<file path="config.mk">
export PLATFORM = sky130hd
export DESIGN_NAME = cbq_section_cell
export DESIGN_NICKNAME = d
export VERILOG_FILES = /design/src/cascaded_biquad_filter_defines.svh /design/src/cbq_pkg.sv /design/src/cbq_section_cell.sv
export SDC_FILE = /design/constraint.sdc
export NUM_CORES = 2
export LEC_CHECK = 0
export ABC_AREA = 0
export CELL_PAD_IN_SITES_DETAIL_PLACEMENT = 1
export CELL_PAD_IN_SITES_GLOBAL_PLACEMENT = 1
export CORE_UTILIZATION = 47
export CTS_CLUSTER_DIAMETER = 150
export DETAILED_ROUTE_END_ITERATION = 10
export DONT_BUFFER_PORTS = 1
export GPL_ROUTABILITY_DRIVEN = 0
export HOLD_SLACK_MARGIN = 0.06
export PLACE_DENSITY_LB_ADDON = 0.1
export RECOVER_POWER = 25
export SKIP_LAST_GASP = 1
export SYNTH_ARGS = -nofsm -noshare
export SYNTH_HDL_FRONTEND = slang
export SYNTH_SLANG_ARGS = --single-unit
export TNS_END_PERCENT = 30
</file>
<file path="constraint.sdc">
create_clock -name clk -period 10.9 [get_ports clk]
set_input_delay 0.545 -clock clk [delete_from_list [all_inputs] [get_ports clk]]
set_output_delay 0.545 -clock clk [all_outputs]
set_load 0.05 [all_outputs]
</file>
<file path="src/cascaded_biquad_filter_defines.svh">
// Assertion helpers for the filter top level.
`ifndef CASCADED_BIQUAD_FILTER_DEFINES_SVH
`define CASCADED_BIQUAD_FILTER_DEFINES_SVH

// Same-cycle implication, disabled while in reset.
`define CBQ_ASSERT_IMPL(label, clk, rst_n, ante, cons) \
    label: assert property (@(posedge clk) disable iff (!rst_n) (ante) |-> (cons)) \
        else $error("assertion failed");

// Next-cycle implication, disabled while in reset.
`define CBQ_ASSERT_NEXT(label, clk, rst_n, ante, cons) \
    label: assert property (@(posedge clk) disable iff (!rst_n) (ante) |=> (cons)) \
        else $error("assertion failed");

`endif

</file>
<file path="src/cbq_pkg.sv">
package cbq_pkg;

    localparam int SAMPLE_WIDTH = 24;
    localparam int COEF_WIDTH   = 32;
    localparam int MAX_SECTIONS = 2;
    localparam int DELAY_WIDTH  = 48;
    localparam int PROD_SHIFT   = 12;
    localparam int OUT_SHIFT    = COEF_WIDTH - 4 - PROD_SHIFT;
    localparam int THR_W        = 16;

    // datapath widths
    localparam int PROD_W  = SAMPLE_WIDTH + COEF_WIDTH;
    localparam int RPROD_W = PROD_W - PROD_SHIFT;
    localparam int ACC_W   = ((RPROD_W > DELAY_WIDTH) ? RPROD_W : DELAY_WIDTH) + 2;
    localparam int YW      = ACC_W - OUT_SHIFT;

    localparam int SEC_IDX_W = (MAX_SECTIONS > 1) ? $clog2(MAX_SECTIONS) : 1;
    localparam int SEC_CNT_W = $clog2(MAX_SECTIONS + 1);

    typedef struct packed {
        logic signed [COEF_WIDTH-1:0] b0;
        logic signed [COEF_WIDTH-1:0] b1;
        logic signed [COEF_WIDTH-1:0] b2;
        logic signed [COEF_WIDTH-1:0] a1;
        logic signed [COEF_WIDTH-1:0] a2;
    } coef_t;

    // hand-off between neighboring sections
    typedef struct packed {
        logic                           go;
        logic signed [SAMPLE_WIDTH-1:0] smp;
        logic                           clip;
    } link_t;

    typedef struct packed {
        logic signed [SAMPLE_WIDTH-1:0] sample_in;
        logic                           clear_state;
    } cbq_in_t;

    typedef struct packed {
        logic signed [SAMPLE_WIDTH-1:0] sample_out;
        logic                           clipped;
    } cbq_out_t;

endpackage

</file>
<file path="src/cbq_section_cell.sv">
module cbq_section_cell
    import cbq_pkg::*;
(
    input  logic             clk,
    input  logic             rst_n,
    input  coef_t            coef,
    input  logic [THR_W-1:0] flush_thr,
    input  logic             clear,
    input  link_t            upstream,
    output link_t            downstream
);

    localparam logic [2:0] ST_IDLE = 3'd0;
    localparam logic [2:0] ST_MB0  = 3'd1;
    localparam logic [2:0] ST_MB1  = 3'd2;
    localparam logic [2:0] ST_MB2  = 3'd3;
    localparam logic [2:0] ST_MA1  = 3'd4;
    localparam logic [2:0] ST_MA2  = 3'd5;
    localparam logic [2:0] ST_SUB  = 3'd6;
    localparam logic [2:0] ST_WB   = 3'd7;

    localparam logic signed [PROD_W-1:0] PROD_HALF = PROD_W'(1) << (PROD_SHIFT - 1);
    localparam logic signed [ACC_W-1:0]  ACC_HALF  = ACC_W'(1) << (OUT_SHIFT - 1);

    // saturate to the delay width, then zero small magnitudes
    function automatic logic signed [DELAY_WIDTH-1:0] settle(
        input logic signed [ACC_W-1:0] s,
        input logic [THR_W-1:0]        thr
    );
        logic signed [DELAY_WIDTH-1:0]  v;
        logic [DELAY_WIDTH-1:0]         mag;
        logic [ACC_W-DELAY_WIDTH:0]     top;
        top = s[ACC_W-1:DELAY_WIDTH-1];
        if (&top || ~|top)
            v = s[DELAY_WIDTH-1:0];
        else if (s[ACC_W-1])
            v = {1'b1, {(DELAY_WIDTH-1){1'b0}}};
        else
            v = {1'b0, {(DELAY_WIDTH-1){1'b1}}};
        mag = v[DELAY_WIDTH-1] ? $unsigned(-v) : $unsigned(v);
        if (mag <= {{(DELAY_WIDTH-THR_W){1'b0}}, thr})
            return '0;
        return v;
    endfunction

    logic [2:0]                      state_reg, state_next;
    logic                            done_reg;
    logic signed [SAMPLE_WIDTH-1:0]  x_reg, y_reg;
    logic                            clip_reg;
    logic signed [PROD_W-1:0]        p_reg, p_next;
    logic signed [ACC_W-1:0]         acc_reg, s1_reg, s2_reg;
    logic signed [DELAY_WIDTH-1:0]   d1_reg, d2_reg;

    logic signed [COEF_WIDTH-1:0]    mul_c;
    logic signed [SAMPLE_WIDTH-1:0]  mul_s;
    logic signed [PROD_W-1:0]        p_round;
    logic signed [RPROD_W-1:0]       rp;
    logic signed [ACC_W-1:0]         rp_ext;
    logic signed [ACC_W-1:0]         acc_round;
    logic signed [YW-1:0]            yw;
    logic [YW-SAMPLE_WIDTH:0]        y_top;
    logic                            y_hit;
    logic signed [SAMPLE_WIDTH-1:0]  y_sat;

    // one shared multiplier, operands picked by step
    always_comb
    begin
        case (state_reg)
            ST_MB1:  begin mul_c = coef.b1; mul_s = x_reg; end
            ST_MB2:  begin mul_c = coef.b2; mul_s = x_reg; end
            ST_MA1:  begin mul_c = coef.a1; mul_s = y_reg; end
            ST_MA2:  begin mul_c = coef.a2; mul_s = y_reg; end
            default: begin mul_c = coef.b0; mul_s = x_reg; end
        endcase
        p_next = mul_c * mul_s;
    end

    // round half up to delay units
    assign p_round = p_reg + PROD_HALF;
    assign rp      = p_round[PROD_W-1:PROD_SHIFT];
    assign rp_ext  = ACC_W'(rp);

    // section output: round to sample units and saturate
    assign acc_round = acc_reg + ACC_HALF;
    assign yw        = acc_round[ACC_W-1:OUT_SHIFT];
    assign y_top     = yw[YW-1:SAMPLE_WIDTH-1];
    assign y_hit     = !(&y_top || ~|y_top);
    always_comb
    begin
        if (!y_hit)
            y_sat = yw[SAMPLE_WIDTH-1:0];
        else if (yw[YW-1])
            y_sat = {1'b1, {(SAMPLE_WIDTH-1){1'b0}}};
        else
            y_sat = {1'b0, {(SAMPLE_WIDTH-1){1'b1}}};
    end

    always_comb
    begin
        unique case (state_reg)
            ST_IDLE: state_next = upstream.go ? ST_MB0 : ST_IDLE;
            ST_MB0:  state_next = ST_MB1;
            ST_MB1:  state_next = ST_MB2;
            ST_MB2:  state_next = ST_MA1;
            ST_MA1:  state_next = ST_MA2;
            ST_MA2:  state_next = ST_SUB;
            ST_SUB:  state_next = ST_WB;
            ST_WB:   state_next = ST_IDLE;
            default: state_next = ST_IDLE;
        endcase
    end

    always_ff @(posedge clk or negedge rst_n)
    begin
        if (!rst_n)
        begin
            state_reg <= ST_IDLE;
            done_reg  <= 1'b0;
            d1_reg    <= '0;
            d2_reg    <= '0;
        end
        else
        begin
            state_reg <= state_next;
            done_reg  <= (state_reg == ST_WB);
            if (clear)
            begin
                d1_reg <= '0;
                d2_reg <= '0;
            end
            else if (state_reg == ST_WB)
            begin
                d1_reg <= settle(s1_reg, flush_thr);
                d2_reg <= settle(s2_reg, flush_thr);
            end
        end
    end

    always_ff @(posedge clk)
    begin
        p_reg <= p_next;
        case (state_reg)
            ST_IDLE:
            begin
                if (upstream.go)
                begin
                    x_reg    <= upstream.smp;
                    clip_reg <= upstream.clip;
                end
            end
            ST_MB1: acc_reg <= rp_ext + ACC_W'(d1_reg);
            ST_MB2:
            begin
                y_reg    <= y_sat;
                clip_reg <= clip_reg | y_hit;
                s1_reg   <= rp_ext + ACC_W'(d2_reg);
            end
            ST_MA1: s2_reg <= rp_ext;
            ST_MA2: s1_reg <= s1_reg - rp_ext;
            ST_SUB: s2_reg <= s2_reg - rp_ext;
            default: ;
        endcase
    end

    assign downstream = '{go: done_reg, smp: y_reg, clip: clip_reg};

endmodule

</file>
==> run metrics <==
status=finished with violations; failing checks=capacitance limit, slew limit; Chip Width=between 300 and 400 um; fin crit period=10,310 ps; Routed WL per cell=27.4 um; Min-Delay Path Class=input port to flip-flop; RSZ-0062 raised after global routing=false; Critical-path top delay cell=dfrtp_1; Nets=7,770; Initial Util=0.476; register area share after synthesis=0.160; Ys Warns=0; drt via density=6.15; row count=125; DPL Wire Length=175 mm; Final setup viols=0; clk root buf=clkbuf_16; total clock sinks=between 300 and 400; CP endpoint kind=flip-flop; port bufs=0; Reg clk slew, reported paths=70 ps; H-tree depth=2; CTS tree=built; gr usage total=0.368; Post CTS Setup Buffer Count=0; commonest non-fill, non-tap cell in the layout=inv_1; CTS Buf Count=46; most frequent cells in the layout=inv_1, fa_1, nand2_1; Critical Path RT=11,500 ps; CORE AREA=117,000 um^2; Final ANT Viol Nets=0; max-slew violations=approximately 130; first-pass GRT wire length=332 mm; Worst Setup Path Type=flip-flop to flip-flop; gate count of the mapped netlist=6,507; die height=346 um; DR DRC count=0; share of layout cells above drive strength 1=0.0556; Hold Vio Cnt, Final=0; via count=49.1k; IO Pins=231; Slew HR=-3.74; most used cell along the critical path=fa_1; Avg Inst Size Synth=8.53 um^2; FFs w/ async S/R, synth=0.305; count of cell types in the netlist=101; largest net degree at the start of global routing=101; crit share post-route=0.946; clock latency at the later pin of the worst-skew pair=just under 700 ps; maximum clock rate=96.9 MHz; drt pass-1 iters=6; Critical Path Max Stage Delay=780 ps; Area growth, synth to finish=6.90%; max_cap viols=2; initial antenna violation count=13; critical path peak fanout=25; CP arrival=10,910 ps; Routed WL=about 220 mm; FF+latch count, synth=328; final setup TNS=0 ps; mapped cell area=approximately 56,000 um^2; detailed router's first-iteration violation count=3,802; Startpoint Class=flip-flop; Post-synth EDFFs=~180; worst slew pin tran=between 7000 and 8000 ps; Syn Nets=around 8k; grt total ovfl=0; vias in the first global route=52.2k; clk_skew=72.1 ps; top_reg_cell synth=edfxtp_1; Die ar.=120,000 um^2; clk buf depth=3
worst paths after layout:
| kind | start | end | slack [ps] | depth (start not counted) |
|---|---|---|---|---|
| setup / recovery | state_reg[2] | p_reg[55] | 590 | 30 |
| hold / removal | clear | d2_reg[33] | 100 | 3 |
| setup reg to reg | state_reg[2] | p_reg[55] | 590 | 30 |
| hold reg to reg | d1_reg[27] | d1_reg[27] | 480 | 2 |
| max in group asynchronous | rst_n | state_reg[1] | 3730 | 2 |
| min in group asynchronous | rst_n | d2_reg[17] | 3140 | 2 |
cells in the mapped netlist, drive strengths merged (35+ instances only):
cell type  count  area, um^2
inv          893        3350
edfxtp       183        5500
xor2         130        1140
mux2i         36         360
o31ai         55         418
o21ai        323        1740
a21o         155        1160
a21oi        436        2190
buf           54         319
a31oi         41         257
fa           785       15700
a211oi        35         268
and3          54         338
nand2        706        2670
dfrtp        100        2500
nand3        123         621
nor2b         47         294
nand2b        60         375
nor3          90         475
clkbuf       261         981
dfxtp         45         901
ha           375        4690
nand4         59         369
xnor2        159        1390
a22oi         93         698
o21bai        37         282
nor2         679        2550
o21a          67         503
metal layers:
metal | share of wire | up-vias | track usage
met5 | 0.000055 | - | 0
met1 | 0.39 | 25102 | 0.459
met2 | 0.47 | 1915 | 0.611
li1 | - | 21545 | -
met4 | 0.061 | 2 | 0.187
met3 | 0.075 | 522 | 0.0651
per-stage QoR:
| stage | std cells | worst slack, ps | utilization | instance area [um^2] | hold slack [ps] |
|---|---|---|---|---|---|
| after floorplan | 6507 | 137 | - | 55500 | 249 |
| after global placement | 7853 | 651 | 0.492 | 57400 | 254 |
| after detailed placement | 7853 | 425 | 0.492 | 57400 | 254 |
| after CTS | 7967 | 445 | 0.509 | 59300 | 62.7 |
| after global routing | 7981 | 175 | 0.509 | 59400 | 95.0 |
| final | 7982 | 585 | 0.509 | 59400 | 95.9 |
repair_timing:
action | CTS | global route
gates resized for setup | 0 | 1
hold endpoints to repair | 126 | 0
hold buffers | 28 | 0
setup endpoints to repair | 0 | 3
kinds of logic (layout without fill, tap and decap cells):
family,Yosys count,after routing,share of synthesized area
adders and majority gates,1160,1160,0.368
AOI/OAI and AO/OA,1490,1490,0.173
buffers and inverters,1208,1144,0.0838
muxes,57,57,0.0107
and+or+nand+nor,1975,1975,0.159
other,0,15,0
xor gates and xnor gates,289,289,0.0456
DFF,328,328,0.160
area by class of cell:
| cell class | count | area [um^2] |
|---|---|---|
| timing repair buffer | 165 | 1300 |
| tap | 1524 | 1910 |
| inverter | 893 | 3350 |
| multi-input combinational | 4971 | 42200 |
| sequential | 328 | 8900 |
| antenna | 15 | 37.5 |
| fill | 13788 | 57300 |
| clock inverter | 21 | 307 |
| clock buffer | 65 | 1320 |
worst max-delay path: cells and delay by family, from the launching register on:
kind,cells,cell delay [ps]
buffers and inverters,6,1210
flip-flops,1,780
AND/OR/NAND/NOR,4,1480
AO/OA/AOI/OAI,11,2160
adder cells (fa/ha/maj),8,4460
XOR/XNOR,1,150
Power is not shown: default switching activity piles up to over one toggle a cycle in this logic, so the estimate is an artifact.
